File: src/rtl/core/qtc_pkg.sv
`timescale 1ns / 1ps
`default_nettype none

package qtc_pkg;

    // Default sizes of the name and token stores
    localparam int DEF_NAME_BYTES  = 8;
    localparam int DEF_TOKEN_BYTES = 16;

    // Register port geometry: 64-bit registers at byte address 8*index
    localparam int CFG_ADDR_W  = 6;
    localparam int CFG_DATA_W  = 64;
    localparam int CFG_IDX_LSB = 3;
    localparam int CFG_IDX_W   = 3;

    // Width of the byte fields that the registers hold
    localparam int NAME_LEN_W  = 4;
    localparam int TOKEN_LEN_W = 5;
    localparam int TOKEN_LOW_BYTES = 8;

    // Query string separators
    localparam logic [7:0] SEP_CHAR = 8'h26;
    localparam logic [7:0] EQ_CHAR  = 8'h3D;

    typedef enum logic [CFG_IDX_W-1:0] {
        REG_NAME_BYTES  = 3'd0,
        REG_NAME_LEN    = 3'd1,
        REG_TOKEN_LOW   = 3'd2,
        REG_TOKEN_HIGH  = 3'd3,
        REG_TOKEN_LEN   = 3'd4,
        REG_CONFIGURED  = 3'd5
    } t_reg_idx;

    typedef enum logic [1:0] {
        KIND_BYTE  = 2'd0,
        KIND_EMPTY = 2'd1,
        KIND_NONE  = 2'd2
    } t_kind;

    typedef enum logic [1:0] {
        PH_NAME  = 2'd0,
        PH_VALUE = 2'd1,
        PH_SKIP  = 2'd2,
        PH_DONE  = 2'd3
    } t_phase;

    typedef enum logic [1:0] {
        V_GRANTED = 2'd0,
        V_DENIED  = 2'd1,
        V_ERROR   = 2'd2
    } t_verdict;

    // One input transaction
    typedef struct packed {
        logic [1:0] kind;
        logic [7:0] ch;
        logic       last;
    } t_item;

endpackage

`default_nettype wire

File: src/rtl/core/qtc_cfg.sv
`timescale 1ns / 1ps
`default_nettype none

module qtc_cfg
    import qtc_pkg::*;
#(
    parameter int NAME_BYTES  = DEF_NAME_BYTES,
    parameter int TOKEN_BYTES = DEF_TOKEN_BYTES,
    localparam int SPW = $clog2(NAME_BYTES + 1),
    localparam int VPW = $clog2(TOKEN_BYTES + 1)
) (
    input  wire logic                            i_clk,
    input  wire logic                            i_rst_n,
    input  wire logic                            psel,
    input  wire logic                            penable,
    input  wire logic                            pwrite,
    input  wire logic [CFG_ADDR_W-1:0]           paddr,
    input  wire logic [CFG_DATA_W-1:0]           pwdata,
    output logic      [CFG_DATA_W-1:0]           prdata,
    output logic                                 pready,
    output logic      [NAME_BYTES-1:0][7:0]      o_name,
    output logic      [SPW-1:0]                  o_name_len,
    output logic      [TOKEN_BYTES-1:0][7:0]     o_token,
    output logic      [VPW-1:0]                  o_token_len,
    output logic                                 o_configured
);

    logic [NAME_BYTES-1:0][7:0]  r_name;
    logic [TOKEN_BYTES-1:0][7:0] r_token;
    logic [NAME_LEN_W-1:0]       r_name_len;
    logic [TOKEN_LEN_W-1:0]      r_token_len;
    logic                        r_configured;
    logic                        wr_en;
    t_reg_idx                    reg_idx;

    assign pready  = 1'b1;
    assign wr_en   = psel && penable && pwrite;
    assign reg_idx = t_reg_idx'(paddr[CFG_IDX_LSB +: CFG_IDX_W]);

    // Write the addressed register at the access phase
    always_ff @(posedge i_clk) begin
        if (!i_rst_n) begin
            r_name       <= '0;
            r_token      <= '0;
            r_name_len   <= '0;
            r_token_len  <= '0;
            r_configured <= 1'b0;
        end else if (wr_en) begin
            case (reg_idx)
                REG_NAME_BYTES: begin
                    for (int i = 0; i < NAME_BYTES; i++) begin
                        r_name[i] <= pwdata[8*i +: 8];
                    end
                end
                REG_NAME_LEN:   r_name_len <= pwdata[NAME_LEN_W-1:0];
                REG_TOKEN_LOW: begin
                    for (int i = 0; i < TOKEN_BYTES; i++) begin
                        if (i < TOKEN_LOW_BYTES) begin
                            r_token[i] <= pwdata[8*(i % TOKEN_LOW_BYTES) +: 8];
                        end
                    end
                end
                REG_TOKEN_HIGH: begin
                    for (int i = 0; i < TOKEN_BYTES; i++) begin
                        if (i >= TOKEN_LOW_BYTES) begin
                            r_token[i] <= pwdata[8*(i % TOKEN_LOW_BYTES) +: 8];
                        end
                    end
                end
                REG_TOKEN_LEN:  r_token_len <= pwdata[TOKEN_LEN_W-1:0];
                REG_CONFIGURED: r_configured <= pwdata[0];
                default: ;
            endcase
        end
    end

    // Read back the addressed register
    always_comb begin
        prdata = '0;
        case (reg_idx)
            REG_NAME_BYTES: begin
                for (int i = 0; i < NAME_BYTES; i++) begin
                    prdata[8*i +: 8] = r_name[i];
                end
            end
            REG_NAME_LEN:   prdata[NAME_LEN_W-1:0] = r_name_len;
            REG_TOKEN_LOW: begin
                for (int i = 0; i < TOKEN_BYTES; i++) begin
                    if (i < TOKEN_LOW_BYTES) begin
                        prdata[8*(i % TOKEN_LOW_BYTES) +: 8] = r_token[i];
                    end
                end
            end
            REG_TOKEN_HIGH: begin
                for (int i = 0; i < TOKEN_BYTES; i++) begin
                    if (i >= TOKEN_LOW_BYTES) begin
                        prdata[8*(i % TOKEN_LOW_BYTES) +: 8] = r_token[i];
                    end
                end
            end
            REG_TOKEN_LEN:  prdata[TOKEN_LEN_W-1:0] = r_token_len;
            REG_CONFIGURED: prdata[0] = r_configured;
            default: ;
        endcase
    end

    // Clamp lengths to the store sizes
    assign o_name_len  = (r_name_len > NAME_LEN_W'(NAME_BYTES))
                       ? SPW'(NAME_BYTES) : r_name_len[SPW-1:0];
    assign o_token_len = (r_token_len > TOKEN_LEN_W'(TOKEN_BYTES))
                       ? VPW'(TOKEN_BYTES) : r_token_len[VPW-1:0];

    assign o_name       = r_name;
    assign o_token      = r_token;
    assign o_configured = r_configured;

endmodule

`default_nettype wire

File: src/rtl/core/qtc_step.sv
`timescale 1ns / 1ps
`default_nettype none

module qtc_step
    import qtc_pkg::*;
#(
    parameter int NAME_BYTES  = DEF_NAME_BYTES,
    parameter int TOKEN_BYTES = DEF_TOKEN_BYTES,
    localparam int SPW = $clog2(NAME_BYTES + 1),
    localparam int VPW = $clog2(TOKEN_BYTES + 1)
) (
    input  wire t_item                       i_item,
    input  wire logic [SPW-1:0]              i_seg_pos,
    input  wire t_phase                      i_phase,
    input  wire logic [VPW-1:0]              i_val_pos,
    input  wire logic                        i_val_mis,
    input  wire t_verdict                    i_decided,
    input  wire logic [NAME_BYTES-1:0][7:0]  i_name,
    input  wire logic [SPW-1:0]              i_name_len,
    input  wire logic [TOKEN_BYTES-1:0][7:0] i_token,
    input  wire logic [VPW-1:0]              i_token_len,
    input  wire logic                        i_configured,
    output logic      [SPW-1:0]              o_seg_pos,
    output t_phase                           o_phase,
    output logic      [VPW-1:0]              o_val_pos,
    output logic                             o_val_mis,
    output t_verdict                         o_decided,
    output t_verdict                         o_verdict
);

    localparam int NIW = (NAME_BYTES > 1) ? $clog2(NAME_BYTES) : 1;
    localparam int TIW = (TOKEN_BYTES > 1) ? $clog2(TOKEN_BYTES) : 1;

    logic val_ok;

    // Advance the segment matcher by one query byte
    always_comb begin
        o_seg_pos = i_seg_pos;
        o_phase   = i_phase;
        o_val_pos = i_val_pos;
        o_val_mis = i_val_mis;
        o_decided = i_decided;
        if (i_item.kind == KIND_BYTE) begin
            case (i_phase)
                PH_NAME: begin
                    if (i_item.ch == SEP_CHAR) begin
                        o_seg_pos = '0;
                    end else if (i_seg_pos < i_name_len) begin
                        if (i_item.ch == i_name[i_seg_pos[NIW-1:0]]) begin
                            o_seg_pos = i_seg_pos + SPW'(1);
                        end else begin
                            o_phase = PH_SKIP;
                        end
                    end else if (i_item.ch == EQ_CHAR) begin
                        o_phase   = PH_VALUE;
                        o_val_pos = '0;
                        o_val_mis = 1'b0;
                    end else begin
                        o_phase = PH_SKIP;
                    end
                end
                PH_SKIP: begin
                    if (i_item.ch == SEP_CHAR) begin
                        o_phase   = PH_NAME;
                        o_seg_pos = '0;
                    end
                end
                PH_VALUE: begin
                    if (i_item.ch == SEP_CHAR) begin
                        o_decided = (!i_val_mis && i_val_pos == i_token_len)
                                  ? V_GRANTED : V_DENIED;
                        o_phase   = PH_DONE;
                    end else begin
                        // Past the token end every byte is a mismatch
                        if (i_val_pos >= i_token_len ||
                            i_item.ch != i_token[i_val_pos[TIW-1:0]]) begin
                            o_val_mis = 1'b1;
                        end
                        if (i_val_pos < VPW'(TOKEN_BYTES)) begin
                            o_val_pos = i_val_pos + VPW'(1);
                        end
                    end
                end
                default: ;
            endcase
        end
    end

    assign val_ok = !o_val_mis && (o_val_pos == i_token_len);

    // Form the verdict from the updated state
    always_comb begin
        if (i_item.kind != KIND_BYTE && i_item.kind != KIND_EMPTY) begin
            o_verdict = V_DENIED;
        end else if (!i_configured) begin
            o_verdict = V_ERROR;
        end else begin
            case (o_phase)
                PH_DONE:  o_verdict = o_decided;
                PH_VALUE: o_verdict = val_ok ? V_GRANTED : V_DENIED;
                default:  o_verdict = V_DENIED;
            endcase
        end
    end

endmodule

`default_nettype wire

File: src/rtl/core/query_token_check.sv
// query_token_check: streaming check of a URL query string parameter.
// Input channel (i_in_valid / o_in_ready) carries one transaction per query
// byte, or an empty / absent query string marker; i_last ends the request.
// Output channel (o_out_valid / i_out_ready) carries one verdict per request,
// produced for the transaction that has i_last set: granted, denied or
// general error.
// The last transaction passes through the input register, its verdict through
// the result register. Throughput: one transaction per cycle unless a last
// one waits, set by the byte compare and counter update between them.
// When the receiver stalls, the result register holds its verdict; the input
// register keeps taking transactions that end no request, and the final
// transaction of the next request waits there until the result is taken.
// Reset (synchronous, active low) clears the state registers, so it reads
// as unconfigured and the request state returns to matching the name.
// Registers are written over the APB port, 64-bit, at byte address 8*index,
// and are meant to be written only while no request is in flight.
`timescale 1ns / 1ps
`default_nettype none

module query_token_check
    import qtc_pkg::*;
#(
    parameter int NAME_BYTES  = DEF_NAME_BYTES,
    parameter int TOKEN_BYTES = DEF_TOKEN_BYTES
) (
    input  wire logic                  i_clk,
    input  wire logic                  i_rst_n,
    input  wire logic                  i_in_valid,
    output logic                       o_in_ready,
    input  wire logic [1:0]            i_item_kind,
    input  wire logic [7:0]            i_ch,
    input  wire logic                  i_last,
    output logic                       o_out_valid,
    input  wire logic                  i_out_ready,
    output logic      [1:0]            o_verdict,
    input  wire logic                  psel,
    input  wire logic                  penable,
    input  wire logic                  pwrite,
    input  wire logic [CFG_ADDR_W-1:0] paddr,
    input  wire logic [CFG_DATA_W-1:0] pwdata,
    output logic      [CFG_DATA_W-1:0] prdata,
    output logic                       pready
);

    localparam int SPW = $clog2(NAME_BYTES + 1);
    localparam int VPW = $clog2(TOKEN_BYTES + 1);

    logic [NAME_BYTES-1:0][7:0]  cfg_name;
    logic [SPW-1:0]              cfg_name_len;
    logic [TOKEN_BYTES-1:0][7:0] cfg_token;
    logic [VPW-1:0]              cfg_token_len;
    logic                        cfg_configured;

    logic     r_in_valid;
    t_item    r_item;
    logic     advance;
    logic     in_fire;

    logic [SPW-1:0] r_seg_pos, n_seg_pos;
    t_phase         r_phase, n_phase;
    logic [VPW-1:0] r_val_pos, n_val_pos;
    logic           r_val_mis, n_val_mis;
    t_verdict       r_decided, n_decided;
    t_verdict       step_verdict;

    logic     r_out_valid;
    t_verdict r_verdict;

    qtc_cfg #(
        .NAME_BYTES  (NAME_BYTES),
        .TOKEN_BYTES (TOKEN_BYTES)
    ) u_cfg (
        .i_clk        (i_clk),
        .i_rst_n      (i_rst_n),
        .psel         (psel),
        .penable      (penable),
        .pwrite       (pwrite),
        .paddr        (paddr),
        .pwdata       (pwdata),
        .prdata       (prdata),
        .pready       (pready),
        .o_name       (cfg_name),
        .o_name_len   (cfg_name_len),
        .o_token      (cfg_token),
        .o_token_len  (cfg_token_len),
        .o_configured (cfg_configured)
    );

    // Process the held transaction unless it ends a request and the result
    // register is still occupied
    assign advance    = r_in_valid && (!r_item.last || !r_out_valid || i_out_ready);
    assign o_in_ready = !r_in_valid || advance;
    assign in_fire    = i_in_valid && o_in_ready;

    // Input register
    always_ff @(posedge i_clk) begin
        if (!i_rst_n) begin
            r_in_valid <= 1'b0;
        end else if (in_fire) begin
            r_in_valid <= 1'b1;
        end else if (advance) begin
            r_in_valid <= 1'b0;
        end
    end

    always_ff @(posedge i_clk) begin
        if (in_fire) begin
            r_item.kind <= i_item_kind;
            r_item.ch   <= i_ch;
            r_item.last <= i_last;
        end
    end

    qtc_step #(
        .NAME_BYTES  (NAME_BYTES),
        .TOKEN_BYTES (TOKEN_BYTES)
    ) u_step (
        .i_item       (r_item),
        .i_seg_pos    (r_seg_pos),
        .i_phase      (r_phase),
        .i_val_pos    (r_val_pos),
        .i_val_mis    (r_val_mis),
        .i_decided    (r_decided),
        .i_name       (cfg_name),
        .i_name_len   (cfg_name_len),
        .i_token      (cfg_token),
        .i_token_len  (cfg_token_len),
        .i_configured (cfg_configured),
        .o_seg_pos    (n_seg_pos),
        .o_phase      (n_phase),
        .o_val_pos    (n_val_pos),
        .o_val_mis    (n_val_mis),
        .o_decided    (n_decided),
        .o_verdict    (step_verdict)
    );

    // Request state: update per transaction, clear at the end of a request
    always_ff @(posedge i_clk) begin
        if (!i_rst_n) begin
            r_seg_pos <= '0;
            r_phase   <= PH_NAME;
            r_val_pos <= '0;
            r_val_mis <= 1'b0;
            r_decided <= V_DENIED;
        end else if (advance) begin
            if (r_item.last) begin
                r_seg_pos <= '0;
                r_phase   <= PH_NAME;
                r_val_pos <= '0;
                r_val_mis <= 1'b0;
                r_decided <= V_DENIED;
            end else begin
                r_seg_pos <= n_seg_pos;
                r_phase   <= n_phase;
                r_val_pos <= n_val_pos;
                r_val_mis <= n_val_mis;
                r_decided <= n_decided;
            end
        end
    end

    // Result register
    always_ff @(posedge i_clk) begin
        if (!i_rst_n) begin
            r_out_valid <= 1'b0;
        end else if (advance && r_item.last) begin
            r_out_valid <= 1'b1;
        end else if (i_out_ready) begin
            r_out_valid <= 1'b0;
        end
    end

    always_ff @(posedge i_clk) begin
        if (advance && r_item.last) begin
            r_verdict <= step_verdict;
        end
    end

    assign o_out_valid = r_out_valid;
    assign o_verdict   = r_verdict;

endmodule

`default_nettype wire

File: config.mk
export PLATFORM = sky130hd
export DESIGN_NAME = query_token_check
export DESIGN_NICKNAME = d
export VERILOG_FILES = /design/src/rtl/core/qtc_pkg.sv /design/src/rtl/core/qtc_cfg.sv /design/src/rtl/core/qtc_step.sv /design/src/rtl/core/query_token_check.sv
export SDC_FILE = /design/constraint.sdc
export NUM_CORES = 1
export LEC_CHECK = 0
export ABC_AREA = 1
export BUFFER_PORTS_ARGS = -buffer_cell sky130_fd_sc_hd__buf_2
export CELL_PAD_IN_SITES_DETAIL_PLACEMENT = 1
export CELL_PAD_IN_SITES_GLOBAL_PLACEMENT = 1
export CORE_MARGIN = 2
export CORE_UTILIZATION = 35
export CTS_CLUSTER_SIZE = 24
export DETAILED_ROUTE_END_ITERATION = 16
export GPL_TIMING_DRIVEN = 0
export PLACE_DENSITY = 0.72
export SLEW_MARGIN = 5
export SYNTH_ARGS = -nofsm -noshare
export SYNTH_HDL_FRONTEND = slang
export SYNTH_SLANG_ARGS = --single-unit
File: constraint.sdc
create_clock -name i_clk -period 2.4 [get_ports i_clk]
set_input_delay 0.36 -clock i_clk [delete_from_list [all_inputs] [get_ports i_clk]]
set_output_delay 0.36 -clock i_clk [all_outputs]
set_load 0.05 [all_outputs]
==> results.json, run 1 <==
{
  "clk_path_buf_depth": 3,
  "synth_fp_nets": 1870,
  "power_per_cell_area_mw_per_mm2": 615,
  "cts.sinks": 231,
  "hold-worst-slack_ns": 0.0364,
  "drt_pass1_iterations": 5,
  "path_clk_slew_ns": 0.06,
  "dp_slack_ns": -0.650,
  "finish.instance_area_sq_mm": 0.0153,
  "start_util_pct": 35.6,
  "timing_worst_setup_path_type": "reg2reg",
  "cts_root_buffer": "sky130_fd_sc_hd__clkbuf_16",
  "worst_setup_path_start_kind": "flip-flop",
  "h-tree-depth": 1,
  "max-slew-margin-rel_pct": 32.7,
  "cap_violations": 0,
  "insertion_delay_ns": 0.58,
  "number_of_synthesized_flops_with_an_enable_pin": 13,
  "std_cell_rows": 67,
  "violations": "setup timing",
  "rsz0062_at_grt": "yes",
  "critPathMaxFanout": 10,
  "routed_wire_length_per_instance_um": 26.3,
  "endpoint_kind": "flip-flop",
  "report.power.total_mw": 9.43,
  "ys_seq_area_share_pct": 39.7,
  "drt_iter0_markers": 1407,
  "die_outline_area_sq_mm": 0.0357,
  "detail-route-antenna-nets": 0,
  "max_slew.worst_pin.slew_ns": 1.01,
  "fp.dieH_um": 189,
  "remaining_drc_errors": 0,
  "fin_crit_sh_pct": 109,
  "maximum_number_of_pins_on_one_net_before_global_route_repair": 15,
  "buffer_ports.inserted": 151,
  "min_path_type": "in2reg",
  "p_leak_nw": 6.30,
  "crit_required_ns": 2.72,
  "via_per_inst": 5.81,
  "grt_antenna_before_repair": 5,
  "final-setup-viol-count": 8,
  "placed_cells_incl_taps": 2371,
  "n_antenna_cell": 0,
  "numCtsBuffers": 28,
  "finalHoldViolations": 0,
  "finish.net_count": 2090,
  "status": "finished with violations",
  "io_pins": 157,
  "final.setup.worst_slack_ns": -0.221,
  "synth-async-reset-ratio_pct": 0,
  "finalCoreUtilization_pct": 45.6,
  "gp_routability_congestion": 0.981,
  "yosys_warnings": 0,
  "critical-path-slowest-cell": "sky130_fd_sc_hd__dfxtp_4",
  "final.min_clock_period_ns": 2.62,
  "finalClockSkew_ns": 0.0210,
  "max-vdd-ir-drop_mv": 0.539,
  "gr-total-overflow": 0,
  "syn_area_sq_mm": 0.0120,
  "fraction_of_final_layout_cells_with_drive_strength_greater_than_1_pct": 20.0,
  "cp_data_arrival_time_ns": 2.94,
  "via_count": 14295,
  "cell_by_cell_listing_of_the_critical_path": "clkbuf_16 > buf_6 > buf_6 > o21ai_0 > nand3_1 > nand3_1 > nand2_1 > nand2_1 > nand2_1 > nor2_1 > nand3_2 > nand2_2 > nand2_1 > nand2_1 > nand2_2 > nand2_2 > nand2_1 > nand2_1 > nand2_1",
  "postRouteWirelength_um": 64800,
  "yosys.cell_types.count": 41,
  "cts_tree": "built",
  "hpwlAfterDp_um": 46700,
  "dpl_cell_area_sq_mm": 0.0133,
  "placeableCoreArea_sq_mm": 0.0336,
  "syn_to_final_growth_pct": 28.2,
  "global_route_wire_length_before_repair_um": 92600,
  "ys_ff_latch": 231,
  "groute.usage.overall_pct": 35.1,
  "syn_inst": 1772,
  "yosys_most_used_dff": "sky130_fd_sc_hd__dfxtp_1",
  "setup_tns_after_final_layout_ns": -0.700,
  "worst_path_largest_cell_delay_ns": 0.39,
  "crit_top_cell": "sky130_fd_sc_hd__nand2_1",
  "width_of_the_die_um": 189,
  "postSynthAreaPerCell_sq_um": 6.75,
  "report.final.slew_viol_count": 0,
  "maximum_achievable_frequency_ghz": 0.381,
  "final_cells": 2460,
  "via_count_of_the_first_global_routing_pass": 14077
}
[worst max-delay path, delay by kind of cell (launching register included)]
kind | cells | cell delay, ns
and+or+nand+nor | 15 | 1.22
buffers and inverters | 3 | 0.50
DFF | 1 | 0.39
AOI/OAI and AO/OA | 1 | 0.24
[layout by cell type (no fill, tap or decap), types with 14 or more instances in the layout]
cell and count:
sky130_fd_sc_hd__dfxtp_1 205, sky130_fd_sc_hd__buf_4 30, sky130_fd_sc_hd__clkbuf_16 32, sky130_fd_sc_hd__nand3_1 96, sky130_fd_sc_hd__nand2_2 26, sky130_fd_sc_hd__clkbuf_1 71, sky130_fd_sc_hd__nor2_1 157, sky130_fd_sc_hd__o221ai_1 50
sky130_fd_sc_hd__inv_1 189, sky130_fd_sc_hd__o211ai_1 30, sky130_fd_sc_hd__o21ai_0 227, sky130_fd_sc_hd__a21oi_1 170, sky130_fd_sc_hd__inv_2 14, sky130_fd_sc_hd__buf_6 15, sky130_fd_sc_hd__buf_2 152, sky130_fd_sc_hd__nand2_1 335
sky130_fd_sc_hd__nand3_2 24
[registers in the layout, summed over array words and instances, names as in the netlist]
| name | flops |
|---|---|
| u_cfg.r_name_len | 4 |
| r_phase | 2 |
| r_seg_pos | 4 |
| r_decided | 2 |
| r_item | 11 |
| u_cfg.o_token | 128 |
| u_cfg.o_name | 64 |
| u_cfg.o_configured | 1 |
| o_verdict | 2 |
| r_in_valid | 1 |
| o_out_valid | 1 |
| u_cfg.r_token_len | 5 |
| r_val_pos | 5 |
| r_val_mis | 1 |
[power by group]
| part | total, mW | internal [mW] | switching, mW |
|---|---|---|---|
| clock network | 4.42 | 2.60 | 1.82 |
| logic | 1.03 | 0.308 | 0.718 |
| registers | 3.98 | 3.93 | 0.0542 |
[logic make-up (layout without fill, tap and decap cells)]
group,count (synthesis),after routing,synth area share (%)
flip-flops,231,231,39.7
AO/OA/AOI/OAI,525,525,24.7
buffers and inverters,329,569,11.4
other,1,1,0.0313
adder cells (fa/ha/maj),10,10,1.05
AND/OR/NAND/NOR,670,670,22.7
XOR/XNOR,6,6,0.439
[synth_stat cells, types with 3 or more instances]
library cell               number  share of area (%)
sky130_fd_sc_hd__nand2_1      364                 11
sky130_fd_sc_hd__buf_6          9               0.85
sky130_fd_sc_hd__inv_1        199                6.2
sky130_fd_sc_hd__o211ai_1      30                1.9
sky130_fd_sc_hd__o22ai_1        3               0.16
sky130_fd_sc_hd__a22oi_1        7               0.44
sky130_fd_sc_hd__edfxtp_1      13                3.3
sky130_fd_sc_hd__o221ai_1      53                3.9
sky130_fd_sc_hd__clkinv_1       5               0.16
sky130_fd_sc_hd__clkbuf_1      76                2.4
sky130_fd_sc_hd__o21ai_0      238                 10
sky130_fd_sc_hd__inv_2          7               0.22
sky130_fd_sc_hd__buf_1          6               0.19
sky130_fd_sc_hd__nor2_1       166                5.2
sky130_fd_sc_hd__a21oi_1      176                7.4
sky130_fd_sc_hd__buf_4          9               0.56
sky130_fd_sc_hd__nor3_1         9               0.38
sky130_fd_sc_hd__buf_2         17               0.71
sky130_fd_sc_hd__ha_1          10                1.0
sky130_fd_sc_hd__xor2_1         5               0.37
sky130_fd_sc_hd__dfxtp_1      218                 36
sky130_fd_sc_hd__nand3_1      120                5.0
sky130_fd_sc_hd__nand4_1        4               0.21
sky130_fd_sc_hd__o21ai_1        8               0.33
[final cells by class]
| class | count | area (sq um) |
|---|---|---|
| buffer | 117 | 772 |
| sequential | 231 | 4780 |
| multi-input combinational | 1212 | 6300 |
| clock inverter | 7 | 96.3 |
| clock buffer | 43 | 838 |
| timing repair buffer | 190 | 1170 |
| inverter | 212 | 823 |
| fill | 4316 | 18300 |
| tap | 448 | 561 |
[per-layer routing]
metal  vias to the layer above  GRT usage (%)  wire length, um
li1                       6357              -                -
met1                      6984           48.2            27700
met2                       755           54.8            28200
met3                       193           4.89             5400
met4                         6           16.0             3480
met5                         -              0               41
[worst paths after layout]
path	start	to	slack, ns	depth (start not counted)
worst max register to register	r_val_pos[0]	o_verdict[0]	-0.22	19
worst min register to register	u_cfg.o_name[6]	u_cfg.o_name[6]	0.47	2
worst min-delay path	pwdata[31]	u_cfg.o_name[31]	0.04	3
worst max-delay path	r_val_pos[0]	o_verdict[0]	-0.22	19
[timing repair]
item / 4_1_cts / 5_1_grt
buffers inserted: 13 / 12
pin swaps: 20 / 37
hold buffers: 11 / 0
resized for setup: 105 / 132
gates cloned: 0 / 3
setup endpoints to repair: 106 / 129
endpoints found under the hold margin: 11 / 0
(Power assumes the default switching activity.)
==> inputs of run 2 (changes only) <==
- CELL_PAD_IN_SITES_DETAIL_PLACEMENT: 1 -> 2
- CELL_PAD_IN_SITES_GLOBAL_PLACEMENT: 1 -> 2
- CORE_UTILIZATION: 35 -> 32
- PLACE_DENSITY: 0.72 -> 0.82
==> run 2 against run 1 <==
- the run still ends with setup timing left
- cell area up 0.27%
- non-clock buffer count unchanged
- count of clock-buffer cells in the layout down 1
- total power up 1.8%
- global-route usage up 1.2 points
- hold slack better by 0.013 ns
- first-iteration DRC count down 15%
- critical path depth up 2
- die area up 9.2%
- critical path type unchanged
- largest power group unchanged
- highest routed layer is now met4
==> results.json, run 2 (same netlist as run 1, synthesis figures left out) <==
{
  "via_per_inst": 6.00,
  "regArea_sq_mm": 0.00478,
  "placeableCoreArea_sq_mm": 0.0367,
  "width_of_the_die_um": 197,
  "critical-path-slowest-cell": "sky130_fd_sc_hd__dfxtp_4",
  "die_outline_area_sq_mm": 0.0390,
  "final-setup-viol-count": 22,
  "finalClockSkew_ns": 0.0154,
  "multi_input_comb_area_sq_mm": 0.00627,
  "detail-route-antenna-nets": 0,
  "groute.usage.overall_pct": 36.4,
  "global_route_wire_length_before_repair_um": 103000,
  "cp.depth": 21,
  "buffer_ports.inserted": 151,
  "via_count_of_the_first_global_routing_pass": 15604,
  "final.setup.worst_slack_ns": -0.321,
  "insertion_delay_ns": 0.58,
  "std_cell_rows": 70,
  "cts.sinks": 231,
  "finish.net_count": 2090,
  "holdPathStages": 3,
  "status": "finished with violations",
  "via_count": 14870,
  "clk_path_buf_depth": 3,
  "cell_type_group_with_the_largest_total_delay_on_the_critical_path": "simple AND/OR/NAND/NOR gates",
  "final.min_clock_period_ns": 2.72,
  "path_clk_slew_ns": 0.06,
  "crit_required_ns": 2.74,
  "rsz0062_at_grt": "yes",
  "fraction_of_final_layout_cells_with_drive_strength_greater_than_1_pct": 19.7,
  "finalCoreUtilization_pct": 41.9,
  "fp.dieH_um": 197,
  "cts_root_buffer": "sky130_fd_sc_hd__clkbuf_16",
  "report.power.total_mw": 9.60,
  "start_util_pct": 32.6,
  "cts_tree": "built",
  "critPathMaxFanout": 7,
  "mostFrequentLayoutCell": "sky130_fd_sc_hd__nand2_1",
  "numCtsBuffers": 28,
  "timing_worst_setup_path_type": "reg2reg",
  "largest_register_ffs": 128,
  "finalHoldViolations": 0,
  "endpoint_kind": "flip-flop",
  "fin_crit_sh_pct": 113,
  "gr-total-overflow": 0,
  "hpwlAfterDp_um": 50400,
  "syn_to_final_growth_pct": 28.6,
  "drt_iter0_markers": 1189,
  "p_leak_nw": 6.33,
  "maximum_achievable_frequency_ghz": 0.368,
  "r2r.worst_path.cells": 21,
  "grt_antenna_before_repair": 0,
  "max-vdd-ir-drop_mv": 0.552,
  "violations": "setup timing",
  "worst_path_largest_cell_delay_ns": 0.36,
  "cp_data_arrival_time_ns": 3.06,
  "crit_top_cell": "sky130_fd_sc_hd__nand2_1",
  "gp_routability_congestion": 0.958,
  "remaining_drc_errors": 0,
  "min_path_type": "in2reg",
  "cap_violations": 0,
  "maximum_number_of_pins_on_one_net_before_global_route_repair": 14,
  "cell_by_cell_listing_of_the_critical_path": "nor3_4 > o21ai_1 > ha_1 > o21ai_2 > nand2_1 > nand3_2 > nand2_4 > nand2_8 > nand2_1 > nand2_1 > nand2_1 > nand2_1 > nand2_1 > nand2_1 > nand2_1 > nor2_1 > nand2_1 > nor2_1 > nand2_1 > nand2_1 > nand2_1",
  "drt_pass1_iterations": 7,
  "filler_cell_count_in_the_final_layout": 4340,
  "max-slew-margin-rel_pct": 26.1,
  "power_per_cell_area_mw_per_mm2": 624,
  "routed_wire_length_per_instance_um": 29.5,
  "max_slew.worst_pin.slew_ns": 1.11,
  "postRouteWirelength_um": 73200,
  "final_cell_mix": "341 x sky130_fd_sc_hd__nand2_1, 228 x sky130_fd_sc_hd__o21ai_0, 205 x sky130_fd_sc_hd__dfxtp_1",
  "worst_setup_path_start_kind": "flip-flop",
  "io_pins": 157,
  "report.final.slew_viol_count": 0,
  "h-tree-depth": 1,
  "path_buf_inv": 0
}
==> run 2: tightest hold or removal path: cells and delay by family <==
kind | cells | cell delay [ns]
and+or+nand+nor | 2 | 0.12
buffers and inverters | 1 | 0.10
==> run 2: cell type report <==
cell class	instances	area share, %
Antenna cell	1	0.0163
Inverter	212	5.34
Clock buffer	42	5.56
Tap cell	468	3.81
Timing Repair Buffer	190	7.62
Buffer	117	5.27
Multi-Input combinational cell	1212	40.8
Clock inverter	6	0.537
Sequential cell	231	31.1
==> run 2: power by group <==
group          internal (mW)  switching [mW]
Combinational          0.314           0.760
Sequential              3.93          0.0562
Clock                   2.65            1.88
==> run 2: path summary, 6_finish.rpt <==
path                       startpoint                 end  slack [ns]
hold reg to reg    u_cfg.o_token[127]  u_cfg.o_token[127]        0.48
hold / removal             pwdata[51]    u_cfg.o_name[51]        0.05
setup reg to reg  u_cfg.r_name_len[2]        o_verdict[0]       -0.32
setup / recovery  u_cfg.r_name_len[2]        o_verdict[0]       -0.32
==> run 2: per-layer routing <==
layer / part of all wire, % / global-route usage (%)
met5: 0 / 0
met4: 5.6 / 18.5
met3: 8.9 / 7.67
met2: 45 / 58.8
met1: 40 / 45.7
==> run 2: through the flow <==
step | TNS [ns] | area, sq um | std cells | setup slack, ns | hold WS, ns
finish | -2.28 | 15400 | 2479 | -0.321 | 0.0490
global route | -2.74 | 15400 | 2478 | -0.482 | 0.0669
CTS | -0.295 | 14900 | 2466 | -0.196 | 0.0389
detailed placement | -114.46 | 13300 | 2391 | -0.806 | 0.466
global placement | -92.40 | 13300 | 2391 | -0.692 | 0.454
floorplan | 0 | 12000 | 1772 | 0.00347 | 0.436
==> run 2: what timing repair did <==
action	in CTS	in global routing
setup buffers	16	9
hold buffers	11	0
resized for setup	148	91
endpoints found under the hold margin	11	0
endpoints found under the setup margin	140	79
gates cloned	0	3
pin swaps	28	30
